<file path="config.mk">
export PLATFORM = sky130hd
export DESIGN_NAME = ppc_code_unit
export DESIGN_NICKNAME = d
export VERILOG_FILES = /design/src/ppc_pkg.sv /design/src/ppc_code_unit.sv
export SDC_FILE = /design/constraint.sdc
export NUM_CORES = 1
export LEC_CHECK = 0
export BUFFER_PORTS_ARGS = -buffer_cell sky130_fd_sc_hd__buf_2
export CAP_MARGIN = 25
export CORE_ASPECT_RATIO = 1.4
export CORE_UTILIZATION = 41
export CTS_CLUSTER_DIAMETER = 200
export DETAILED_ROUTE_END_ITERATION = 10
export PLACE_DENSITY_LB_ADDON = 0.3
export SETUP_SLACK_MARGIN = 0.1
export SLEW_MARGIN = 20
export SYNTH_ARGS = -nofsm -noshare
export SYNTH_HDL_FRONTEND = slang
export SYNTH_SLANG_ARGS = --single-unit
</file>
<file path="constraint.sdc">
create_clock -name clk -period 12.6 [get_ports clk]
set_input_delay 2.52 -clock clk [delete_from_list [all_inputs] [get_ports clk]]
set_output_delay 2.52 -clock clk [all_outputs]
set_load 0.03 [all_outputs]
</file>
<file path="src/ppc_pkg.sv">
package ppc_pkg;

  localparam int unsigned MAX_QUBITS = 64;
  localparam int unsigned CODE_W     = 64;
  localparam int unsigned QCNT_W     = 7;
  localparam int unsigned WGT_W      = 32;
  localparam int unsigned PROD_W     = 64;
  localparam int unsigned SUM_W      = PROD_W + 1;
  localparam int unsigned PCNT_W     = 7;

  localparam logic FUNC_PRODUCT = 1'b0;
  localparam logic FUNC_COMMUTE = 1'b1;

  localparam logic STATUS_OK       = 1'b0;
  localparam logic STATUS_MISMATCH = 1'b1;

  typedef struct packed {
    logic s1;
    logic s2;
    logic s3;
  } stage_en_t;

  typedef struct packed {
    logic [CODE_W-1:0] xr;
    logic [CODE_W-1:0] zr;
    logic [1:0]        phase;
    logic [1:0]        f;
    logic              commutes;
    logic              func;
    logic              mismatch;
  } code_res_t;

  typedef struct packed {
    logic signed [WGT_W-1:0] re;
    logic signed [WGT_W-1:0] im;
    logic                    sat;
  } wgt_res_t;

  function automatic logic [PCNT_W-1:0] popcount64(input logic [CODE_W-1:0] v);
    logic [1:0] c2  [32];
    logic [2:0] c4  [16];
    logic [3:0] c8  [8];
    logic [4:0] c16 [4];
    logic [5:0] c32 [2];
    for (int i = 0; i < 32; i++) begin
      c2[i] = {1'b0, v[2*i]} + {1'b0, v[2*i+1]};
    end
    for (int i = 0; i < 16; i++) begin
      c4[i] = {1'b0, c2[2*i]} + {1'b0, c2[2*i+1]};
    end
    for (int i = 0; i < 8; i++) begin
      c8[i] = {1'b0, c4[2*i]} + {1'b0, c4[2*i+1]};
    end
    for (int i = 0; i < 4; i++) begin
      c16[i] = {1'b0, c8[2*i]} + {1'b0, c8[2*i+1]};
    end
    for (int i = 0; i < 2; i++) begin
      c32[i] = {1'b0, c16[2*i]} + {1'b0, c16[2*i+1]};
    end
    return {1'b0, c32[0]} + {1'b0, c32[1]};
  endfunction

endpackage

</file>
<file path="src/ppc_code_unit.sv">
module ppc_code_unit
  import ppc_pkg::*;
(
  input  logic                 clk,
  input  stage_en_t            en,
  input  logic                 func,
  input  logic [QCNT_W-1:0]    qubits_a,
  input  logic [QCNT_W-1:0]    qubits_b,
  input  logic [CODE_W-1:0]    x_a,
  input  logic [CODE_W-1:0]    z_a,
  input  logic [CODE_W-1:0]    x_b,
  input  logic [CODE_W-1:0]    z_b,
  output code_res_t            res
);

  logic [CODE_W-1:0] mask_a;
  logic [CODE_W-1:0] mask_b;
  logic [CODE_W-1:0] xa_m;
  logic [CODE_W-1:0] za_m;
  logic [CODE_W-1:0] xb_m;
  logic [CODE_W-1:0] zb_m;

  logic [CODE_W-1:0] s1_xr_r;
  logic [CODE_W-1:0] s1_zr_r;
  logic [CODE_W-1:0] s1_aa_r;
  logic [CODE_W-1:0] s1_bb_r;
  logic [CODE_W-1:0] s1_ab_r;
  logic [CODE_W-1:0] s1_ba_r;
  logic              s1_func_r;
  logic              s1_mism_r;

  logic [CODE_W-1:0] s2_xr_r;
  logic [CODE_W-1:0] s2_zr_r;
  logic [1:0]        s2_pa_r;
  logic [1:0]        s2_pb_r;
  logic [1:0]        s2_pab_r;
  logic [1:0]        s2_pr_r;
  logic              s2_par_r;
  logic              s2_func_r;
  logic              s2_mism_r;

  logic [PCNT_W-1:0] pa;
  logic [PCNT_W-1:0] pb;
  logic [PCNT_W-1:0] pab;
  logic [PCNT_W-1:0] pr;

  code_res_t s3_r;

  always_comb begin
    for (int k = 0; k < CODE_W; k++) begin
      mask_a[k] = (QCNT_W'(k) < qubits_a) && (k < MAX_QUBITS);
      mask_b[k] = (QCNT_W'(k) < qubits_b) && (k < MAX_QUBITS);
    end
  end

  assign xa_m = x_a & mask_a;
  assign za_m = z_a & mask_a;
  assign xb_m = x_b & mask_b;
  assign zb_m = z_b & mask_b;

  always_ff @(posedge clk) begin
    if (en.s1) begin
      s1_xr_r   <= xa_m ^ xb_m;
      s1_zr_r   <= za_m ^ zb_m;
      s1_aa_r   <= xa_m & za_m;
      s1_bb_r   <= xb_m & zb_m;
      s1_ab_r   <= xa_m & zb_m;
      s1_ba_r   <= za_m & xb_m;
      s1_func_r <= func;
      s1_mism_r <= (qubits_a != qubits_b);
    end
  end

  assign pa  = popcount64(s1_aa_r);
  assign pb  = popcount64(s1_bb_r);
  assign pab = popcount64(s1_ab_r);
  assign pr  = popcount64(s1_xr_r & s1_zr_r);

  always_ff @(posedge clk) begin
    if (en.s2) begin
      s2_xr_r   <= s1_xr_r;
      s2_zr_r   <= s1_zr_r;
      s2_pa_r   <= pa[1:0];
      s2_pb_r   <= pb[1:0];
      s2_pab_r  <= pab[1:0];
      s2_pr_r   <= pr[1:0];
      s2_par_r  <= ^(s1_ab_r ^ s1_ba_r);
      s2_func_r <= s1_func_r;
      s2_mism_r <= s1_mism_r;
    end
  end

  always_ff @(posedge clk) begin
    if (en.s3) begin
      s3_r.xr       <= s2_xr_r;
      s3_r.zr       <= s2_zr_r;
      s3_r.phase    <= s2_pr_r;
      s3_r.f        <= s2_pa_r + s2_pb_r + {s2_pab_r[0], 1'b0} - s2_pr_r;
      s3_r.commutes <= ~s2_par_r;
      s3_r.func     <= s2_func_r;
      s3_r.mismatch <= s2_mism_r;
    end
  end

  assign res = s3_r;

endmodule

</file>
==> impl_metrics.prom, run 1 <==
# TYPE chip_impl_metric gauge
chip_impl_metric{name="top_level_ports",unit=""} 410
chip_impl_metric{name="postCtsHoldBufs",unit=""} 0
chip_impl_info{name="tritoncts",value="built"} 1
chip_impl_info{name="hold_path.class",value="reg -> reg"} 1
chip_impl_info{name="list_of_cells_traversed_by_the_critical_path",value="and2_1 -> fa_1 -> inv_1 -> fa_1 -> inv_1 -> fa_1 -> fa_1 -> fa_1 -> fa_1 -> fa_1 -> fa_1 -> ha_1 -> xor2_1 -> xnor2_1 -> xnor2_1 -> xnor2_1 -> xnor2_1"} 1
chip_impl_metric{name="tightest_slew",unit="ns"} 1.06
chip_impl_metric{name="post_cts_buffers",unit=""} 0
chip_impl_metric{name="final.period_utilization",unit="%"} 50.4
chip_impl_metric{name="grtUsageTotal",unit="%"} 25.3
chip_impl_metric{name="overflow",unit=""} 0
chip_impl_metric{name="synthesis.instances",unit=""} 2037
chip_impl_metric{name="post_synthesis_async_set_or_reset_flop_share",unit="%"} 0
chip_impl_metric{name="initial_core_util",unit="%"} 41.4
chip_impl_metric{name="critical_path_cell_count",unit=""} 17
chip_impl_metric{name="syn_to_final_growth",unit="%"} 19.1
chip_impl_metric{name="placed_cells",unit=""} 3368
chip_impl_metric{name="detail_route.drc_violations",unit=""} 0
chip_impl_metric{name="seq_area_frac_synth",unit="%"} 68.3
chip_impl_info{name="start_point_of_the_worst_hold_path",value="s2_xr_r[5]"} 1
chip_impl_metric{name="regToRegSetupSlack",unit="ns"} 6.25
chip_impl_info{name="start_kind",value="register"} 1
chip_impl_metric{name="timing.hold.worst_path_depth",unit=""} 0
chip_impl_metric{name="maxCapViolations",unit=""} 0
chip_impl_info{name="layout_common_cells",value="sky130_fd_sc_hd__edfxtp_1 (659), sky130_fd_sc_hd__buf_2 (406), sky130_fd_sc_hd__nand2_1 (320)"} 1
chip_impl_metric{name="global_route_wire_length_before_repair",unit="mm"} 124
chip_impl_metric{name="mappedNetlistNets",unit=""} 2410
chip_impl_metric{name="clkSlewWorstSetupHoldPaths",unit="ns"} 0.07
chip_impl_metric{name="cts_resized",unit=""} 0
chip_impl_metric{name="number_of_antenna_violations_at_the_first_check_in_global_routing",unit=""} 42
chip_impl_metric{name="floorplan_die_area",unit="um^2"} 71800
chip_impl_metric{name="avgViaCountPerCell",unit=""} 5.10
chip_impl_metric{name="final_antenna_net_count",unit=""} 0
chip_impl_metric{name="slew_headroom",unit="%"} 29.0
chip_impl_metric{name="numCtsBuffers",unit=""} 66
chip_impl_metric{name="first_global_vias",unit=""} 18000
chip_impl_metric{name="port_buffer_cells",unit=""} 409
chip_impl_metric{name="placementRows",unit=""} 115
chip_impl_metric{name="yosys_register_bits",unit=""} 659
chip_impl_metric{name="cts.path.max_buffers",unit=""} 3
chip_impl_metric{name="place.detailed.hpwl",unit="mm"} 70.5
chip_impl_metric{name="instances_no_fill",unit=""} 3507
chip_impl_metric{name="final.min_clock_period",unit="ns"} 6.35
chip_impl_metric{name="timing.critical_path.required",unit="ns"} 12.97
chip_impl_metric{name="die_width",unit="um"} 227
chip_impl_metric{name="drt_wl_total",unit="mm"} 90.0
chip_impl_metric{name="critPathMaxFanout",unit=""} 2
chip_impl_metric{name="critical_path_buf_inv_count",unit=""} 2
chip_impl_metric{name="power_per_cell_area",unit="nW/um^2"} 219
chip_impl_info{name="root_buffer",value="sky130_fd_sc_hd__clkbuf_16"} 1
chip_impl_info{name="synth_top_flop_cell",value="sky130_fd_sc_hd__edfxtp_1"} 1
chip_impl_info{name="unrepaired_setup_endpoints_after_global_routing",value="no"} 1
chip_impl_metric{name="synthDistinctLibCells",unit=""} 32
chip_impl_info{name="worst-setup-path-type",value="reg -> reg"} 1
chip_impl_metric{name="drtIter0Drc",unit=""} 1630
chip_impl_metric{name="grt_start_max_net_pins",unit=""} 104
chip_impl_metric{name="wl_per_cell",unit="um"} 25.7
chip_impl_metric{name="placed_cell_areas",unit="um^2"} 32200
chip_impl_metric{name="gp_congestion",unit=""} 0.921
chip_impl_metric{name="design_power_total",unit="W"} 0.00756
chip_impl_metric{name="cpPeakStageDelay",unit="ns"} 0.75
chip_impl_metric{name="maximum_clock_rate",unit="GHz"} 0.157
chip_impl_metric{name="crit_arrival",unit="ns"} 6.72
chip_impl_metric{name="cts_htree_levels",unit=""} 3
chip_impl_info{name="synthDominantAreaCellType",value="sky130_fd_sc_hd__edfxtp_1"} 1
chip_impl_metric{name="yosysTopAreaCellShare",unit="%"} 68.3
chip_impl_info{name="cp-end-kind",value="register"} 1
chip_impl_info{name="cpMaxStageDelayCell",value="sky130_fd_sc_hd__fa_1"} 1
chip_impl_metric{name="place_worst_setup_slack",unit="ns"} 6.22
chip_impl_metric{name="synthesis.yosys.warnings",unit=""} 0
chip_impl_metric{name="final.setup.worst_slack",unit="ns"} 6.25
chip_impl_metric{name="synth_area_per_cell",unit="um^2"} 14.2
chip_impl_metric{name="clkSinkCount",unit=""} 659
chip_impl_metric{name="synth-edff-count",unit=""} 659
chip_impl_metric{name="worstRegToRegCells",unit=""} 17
chip_impl_metric{name="fin_tns_setup",unit="ns"} 0
chip_impl_metric{name="setup_viol",unit=""} 0
chip_impl_metric{name="dr.pass1.iters",unit=""} 7
chip_impl_metric{name="clock_latency_of_the_later_clocked_register_in_the_worst_skew_pair",unit="ns"} 0.62
chip_impl_metric{name="floorplan.die.height",unit="um"} 317
chip_impl_metric{name="power_leakage",unit="nW"} 13.7
chip_impl_metric{name="drive_above_1_share",unit="%"} 20.7
chip_impl_info{name="hold_end",value="res[76]"} 1
chip_impl_metric{name="report.final.hold_viol_count",unit=""} 0
chip_impl_info{name="worstSetupStartpoint",value="s1_xr_r[41]"} 1
chip_impl_metric{name="final_area",unit="um^2"} 34500
chip_impl_info{name="timing.rr.end",value="s2_pr_r[1]"} 1
chip_impl_metric{name="core_area",unit="um^2"} 70100
chip_impl_metric{name="finish.net_count",unit=""} 2874
chip_impl_info{name="cpLargestDelayFamily",value="adder cells"} 1
chip_impl_info{name="outcome",value="finished clean"} 1
chip_impl_info{name="reg2reg_from",value="s1_xr_r[41]"} 1
chip_impl_metric{name="dr_total_vias",unit=""} 17900
chip_impl_metric{name="synthesized_area",unit="um^2"} 29000
chip_impl_info{name="timing.critical_path.mode_cell",value="sky130_fd_sc_hd__fa_1"} 1
chip_impl_metric{name="max_transition_viols_final",unit=""} 0
chip_impl_metric{name="fin_worst_skew",unit="ns"} 0.0328
chip_impl_metric{name="ir_worst_vdd",unit="V"} 0.000217
chip_impl_info{name="synthTopCellsByArea",value="sky130_fd_sc_hd__edfxtp_1 (68%), sky130_fd_sc_hd__fa_1 (6.4%), sky130_fd_sc_hd__xnor2_1 (6.0%), sky130_fd_sc_hd__xor2_1 (4.8%), sky130_fd_sc_hd__nand2_1 (4.1%)"} 1
chip_impl_info{name="mostFrequentLayoutCell",value="sky130_fd_sc_hd__edfxtp_1"} 1
## registers in the layout (all words and copies together) (netlist names), 2 cells and up
register and count:
s1_ba_r 64, s1_aa_r 64, s2_pr_r 2, res 135
s2_xr_r 64, s1_xr_r 64, s2_zr_r 64, s2_pa_r 2
s1_ab_r 64, s2_pb_r 2, s1_zr_r 64, s1_bb_r 64
## metrics by stage
step / utilization, % / hold slack (ns)
finish: 49.3 / 0.415
global route: 49.2 / 0.425
CTS: 49.2 / 0.413
detailed placement: 46.0 / 0.405
global placement: 46.0 / 0.403
floorplan: - / 0.400
## where the power goes
group          switching (W)  internal, W  leakage [nW]
clock network       0.000853      0.00121          1.08
logic                0.00144      0.00119          6.18
registers          0.0000986      0.00277          6.40
total                0.00239      0.00517          13.7
## final cells by class
class | instances | area (um^2)
Fill cell | 6066 | 35500
Sequential cell | 659 | 19800
Multi-Input combinational cell | 1226 | 8620
Timing Repair Buffer | 424 | 2200
Clock buffer | 82 | 1780
Tap cell | 936 | 1170
Inverter | 124 | 465
Clock inverter | 35 | 449
Antenna cell | 21 | 52.6
## worst max path at each step
stage                            end  slack [ns]
after global routing      s2_pr_r[1]        6.08
after CTS                 s2_pr_r[1]        6.23
after floorplan           s2_pr_r[1]        6.80
after global placement    s2_pr_r[1]        6.41
final                     s2_pr_r[1]        6.25
after detailed placement  s2_pr_r[1]        6.22
## cells by family (layout without fill, tap and decap cells)
logic type	Yosys count	in the layout	share of synthesized area [%]
other	0	21	0
AO/OA/AOI/OAI	114	114	2.18
flip-flops	659	659	68.3
adder cells (fa/ha/maj)	98	98	6.64
AND/OR/NAND/NOR	654	654	10.0
buffers and inverters	152	665	1.99
XOR/XNOR	360	360	10.9
## Yosys cell counts (all sizes together), types with 17 or more instances
cell type and count:
xor2 160, and2 33, inv 124, edfxtp 659, and3 123, nor2 152, xnor2 200, nand2 320
o21ai 57, a21oi 34, clkbuf 17, fa 93
## per-layer routing
layer,track usage (%),wire length [um]
met5,0,182
met4,13.5,4840
met3,5.54,7320
met2,43.2,44800
met1,29.7,32800
No activity file was read; power rests on OpenSTA's default activity.
==> run 2, diff against run 1 <==
--- a/config.mk
+++ b/config.mk
@@ -5,6 +5,7 @@
 export SDC_FILE = /design/constraint.sdc
 export NUM_CORES = 1
 export LEC_CHECK = 0
+export ABC_AREA = 1
 export BUFFER_PORTS_ARGS = -buffer_cell sky130_fd_sc_hd__buf_2
 export CAP_MARGIN = 25
 export CORE_ASPECT_RATIO = 1.4
==> constraint.sdc (replaced) <==
create_clock -name clk -period 5.6 [get_ports clk]
set_input_delay 1.12 -clock clk [delete_from_list [all_inputs] [get_ports clk]]
set_output_delay 1.12 -clock clk [all_outputs]
set_load 0.03 [all_outputs]
==> run 2 against run 1 <==
Effect of this change:
- the flow now finishes with violations (setup timing)
- synthesized cell count grew 19%
- final cell count increased by 13%
- routed wire length is 5.0% higher
- maximum frequency is 6.0% higher
- non-clock buffer count up 60
- power grew 130%
- sequential power is 120% higher
- count of clock-buffer cells in the layout fell by 2
- first-iteration DRC count rose by 3.3%
- critical path type unchanged
==> impl_metrics.prom, run 2 <==
# TYPE chip_impl_metric gauge
chip_impl_info{name="outcome",value="complete, but fails checks"} 1
chip_impl_info{name="violations",value="setup timing"} 1
chip_impl_info{name="layout_common_cells",value="sky130_fd_sc_hd__edfxtp_1 (659), sky130_fd_sc_hd__nand2_1 (520), sky130_fd_sc_hd__buf_2 (406)"} 1
chip_impl_metric{name="numCtsBuffers",unit=""} 67
chip_impl_metric{name="dr.pass1.iters",unit=""} 5
chip_impl_metric{name="syn_to_final_growth",unit="%"} 19.7
chip_impl_metric{name="max_transition_viols_final",unit=""} 0
chip_impl_info{name="cpMaxStageDelayCell",value="sky130_fd_sc_hd__fa_1"} 1
chip_impl_metric{name="fin_tns_setup",unit="ns"} -0.801
chip_impl_metric{name="mappedNetlistNets",unit=""} 2803
chip_impl_metric{name="synthDistinctLibCells",unit=""} 38
chip_impl_metric{name="cts.path.max_buffers",unit=""} 3
chip_impl_metric{name="report.final.hold_viol_count",unit=""} 0
chip_impl_info{name="tritoncts",value="built"} 1
chip_impl_metric{name="core_area",unit="um^2"} 73000
chip_impl_metric{name="synthesized_area",unit="um^2"} 30400
chip_impl_metric{name="grt_start_max_net_pins",unit=""} 121
chip_impl_metric{name="crit_arrival",unit="ns"} 6.36
chip_impl_metric{name="timing.hold.worst_path_depth",unit=""} 0
chip_impl_metric{name="synth-edff-count",unit=""} 659
chip_impl_metric{name="critPathMaxFanout",unit=""} 2
chip_impl_metric{name="ir_worst_vdd",unit="V"} 0.000344
chip_impl_metric{name="clkSlewWorstSetupHoldPaths",unit="ns"} 0.07
chip_impl_metric{name="dr_total_vias",unit=""} 19600
chip_impl_info{name="synthTopCellsByArea",value="sky130_fd_sc_hd__edfxtp_1 (65%), sky130_fd_sc_hd__nand2_1 (6.4%), sky130_fd_sc_hd__fa_1 (6.1%), sky130_fd_sc_hd__xor2_1 (5.5%), sky130_fd_sc_hd__xnor2_1 (5.2%)"} 1
chip_impl_metric{name="finish.net_count",unit=""} 3346
chip_impl_info{name="list_of_cells_traversed_by_the_critical_path",value="nand2_1 -> fa_1 -> inv_1 -> fa_1 -> inv_1 -> fa_1 -> inv_1 -> fa_1 -> fa_1 -> fa_1 -> fa_1 -> fa_1 -> ha_2 -> xnor2_2 -> xor2_1 -> xnor2_1 -> xor2_1 -> nand2_1 -> inv_1 -> nor2_1"} 1
chip_impl_metric{name="setup_viol",unit=""} 3
chip_impl_metric{name="regToRegSetupSlack",unit="ns"} -0.39
chip_impl_info{name="root_buffer",value="sky130_fd_sc_hd__clkbuf_16"} 1
chip_impl_metric{name="drt_wl_total",unit="mm"} 94.4
chip_impl_metric{name="met3_wirelength",unit="mm"} 6.14
chip_impl_metric{name="place.detailed.hpwl",unit="mm"} 74.8
chip_impl_metric{name="gp_congestion",unit=""} 0.915
chip_impl_metric{name="detail_route.drc_violations",unit=""} 0
chip_impl_metric{name="post_synthesis_async_set_or_reset_flop_share",unit="%"} 0
chip_impl_info{name="start_kind",value="register"} 1
chip_impl_metric{name="synthesis.instances",unit=""} 2430
chip_impl_metric{name="overflow",unit=""} 0
chip_impl_info{name="hold_end",value="res[97]"} 1
chip_impl_metric{name="global_route_wire_length_before_repair",unit="mm"} 132
chip_impl_metric{name="first_global_vias",unit=""} 20100
chip_impl_metric{name="floorplan.die.height",unit="um"} 324
chip_impl_info{name="reg2reg_from",value="s1_zr_r[63]"} 1
chip_impl_metric{name="hold_ws",unit="ns"} 0.404
chip_impl_metric{name="tightest_slew",unit="ns"} 0.986
chip_impl_metric{name="worstRegToRegCells",unit=""} 20
chip_impl_metric{name="cts_htree_levels",unit=""} 3
chip_impl_info{name="unrepaired_setup_endpoints_after_global_routing",value="yes"} 1
chip_impl_info{name="synth.most_common_cell",value="sky130_fd_sc_hd__edfxtp_1"} 1
chip_impl_metric{name="synth_area_per_cell",unit="um^2"} 12.5
chip_impl_metric{name="final-seq-area",unit="um^2"} 19800
chip_impl_metric{name="placementRows",unit=""} 117
chip_impl_info{name="timing.rr.end",value="s2_pr_r[1]"} 1
chip_impl_metric{name="largest_register_ffs",unit=""} 135
chip_impl_metric{name="area_of_combinational_cells_with_multiple_inputs",unit="um^2"} 9450
chip_impl_metric{name="detail_route.wirelength.met1",unit="mm"} 36.6
chip_impl_info{name="hold_path.class",value="reg -> reg"} 1
chip_impl_metric{name="floorplan_die_area",unit="um^2"} 75200
chip_impl_metric{name="drive_above_1_share",unit="%"} 21.5
chip_impl_metric{name="port_buffer_cells",unit=""} 409
chip_impl_metric{name="final_antenna_net_count",unit=""} 0
chip_impl_metric{name="wl_per_cell",unit="um"} 23.7
chip_impl_info{name="top_signal_layer_used",value="met5"} 1
chip_impl_info{name="timing.critical_path.mode_cell",value="sky130_fd_sc_hd__fa_1"} 1
chip_impl_info{name="synth_top_flop_cell",value="sky130_fd_sc_hd__edfxtp_1"} 1
chip_impl_metric{name="routed-wl-met2",unit="mm"} 47.7
chip_impl_info{name="mostFrequentLayoutCell",value="sky130_fd_sc_hd__edfxtp_1"} 1
chip_impl_metric{name="grtUsageTotal",unit="%"} 25.3
chip_impl_metric{name="final.period_utilization",unit="%"} 107
chip_impl_metric{name="seq_area_frac_synth",unit="%"} 65.1
chip_impl_metric{name="fillers",unit=""} 6389
chip_impl_metric{name="maximum_clock_rate",unit="GHz"} 0.167
chip_impl_info{name="worst-setup-path-type",value="reg -> reg"} 1
chip_impl_metric{name="clkSinkCount",unit=""} 659
chip_impl_metric{name="number_of_antenna_violations_at_the_first_check_in_global_routing",unit=""} 10
chip_impl_metric{name="power_per_cell_area",unit="nW/um^2"} 475
chip_impl_metric{name="top_level_ports",unit=""} 410
chip_impl_metric{name="final.setup.worst_slack",unit="ns"} -0.389
chip_impl_metric{name="slew_headroom",unit="%"} 33.6
chip_impl_metric{name="yosys_register_bits",unit=""} 659
chip_impl_info{name="synth.cells.most_frequent",value="sky130_fd_sc_hd__edfxtp_1 (659), sky130_fd_sc_hd__nand2_1 (520), sky130_fd_sc_hd__inv_1 (288), sky130_fd_sc_hd__nor2_1 (284), sky130_fd_sc_hd__xor2_1 (190)"} 1
chip_impl_metric{name="avgViaCountPerCell",unit=""} 4.94
chip_impl_metric{name="postCtsHoldBufs",unit=""} 0
chip_impl_metric{name="maxCapViolations",unit=""} 0
chip_impl_metric{name="synthesis.yosys.warnings",unit=""} 0
chip_impl_metric{name="timing.critical_path.required",unit="ns"} 5.97
chip_impl_metric{name="cpPeakStageDelay",unit="ns"} 0.60
chip_impl_metric{name="yosysTopAreaCellShare",unit="%"} 65.1
chip_impl_metric{name="clock_latency_of_the_later_clocked_register_in_the_worst_skew_pair",unit="ns"} 0.63
chip_impl_metric{name="power_leakage",unit="nW"} 15.2
chip_impl_metric{name="initial_core_util",unit="%"} 41.6
chip_impl_info{name="start_point_of_the_worst_hold_path",value="s2_xr_r[26]"} 1
chip_impl_metric{name="drtIter0Drc",unit=""} 1684
chip_impl_metric{name="final.min_clock_period",unit="ns"} 5.99
chip_impl_metric{name="die_width",unit="um"} 232
chip_impl_info{name="cp-end-kind",value="register"} 1
chip_impl_metric{name="fin_worst_skew",unit="ns"} 0.0293
chip_impl_metric{name="utilization",unit="%"} 49.8
chip_impl_info{name="synthDominantAreaCellType",value="sky130_fd_sc_hd__edfxtp_1"} 1
-- run 2: logic make-up (layout without fill, tap and decap cells) --
family	count (synthesis)	in the layout	share of synthesized area (%)
simple gates	872	872	11.6
flops	659	659	65.1
xor+xnor	377	377	11.0
buf+inv	313	907	3.97
compound gates	111	111	1.98
fa+ha+maj	98	98	6.33
other cells	0	2	0
-- run 2: per-layer routing --
metal  GRT usage [%]  vias up
met5               0        -
met4            10.6       16
met3            4.56      180
met2            44.3      785
met1            30.4     9650
li1                -     9015
-- run 2: repair_timing --
item                                    CTS  global route
buffers inserted                          1             0
resized for setup                        10             5
pin swaps                                 4             4
endpoints found under the setup margin    3             3
-- run 2: cell type report --
cell class | instances | share of cell area, %
sequential | 659 | 54.4
clock inverter | 40 | 1.04
multi-input combinational | 1458 | 26.0
antenna | 2 | 0.0138
inverter | 303 | 3.14
tap | 952 | 3.27
timing repair buffer | 484 | 7.35
clock buffer | 80 | 4.80
-- run 2: report_power, final --
| group | switching, W | total (W) | internal (W) |
|---|---|---|---|
| logic | 0.00375 | 0.00640 | 0.00265 |
| clock network | 0.00196 | 0.00445 | 0.00249 |
| registers | 0.000246 | 0.00642 | 0.00617 |
-- run 2: per-stage QoR --
stage,total power [W],area [um^2],cells,setup WS [ns]
floorplan,0.0107,30400,2430,0.00884
global placement,0.0127,34200,3855,-0.384
detailed placement,0.0128,34200,3855,-0.459
CTS,0.0173,36300,3976,-0.411
global route,0.0181,36400,3977,-0.586
finish,0.0173,36400,3978,-0.389
-- run 2: how the worst max path moves through the flow --
stage	to	from	depth (start not counted)
floorplan	s2_pr_r[1]	s1_xr_r[5]	20
finish	s2_pr_r[1]	s1_zr_r[63]	20
global placement	s2_pr_r[1]	s1_xr_r[41]	20
detailed placement	s2_pr_r[1]	s1_xr_r[41]	20
global route	s2_pr_r[1]	s1_zr_r[41]	20
CTS	s2_pr_r[1]	s1_xr_r[5]	21
-- run 2: critical path, delay by kind of cell (launching register included) --
| family | cells | cell delay (ns) |
|---|---|---|
| XOR/XNOR | 4 | 0.71 |
| adder cells (fa/ha/maj) | 9 | 4.26 |
| buffers and inverters | 4 | 0.26 |
| flip-flops | 1 | 0.35 |
| AND/OR/NAND/NOR | 3 | 0.18 |
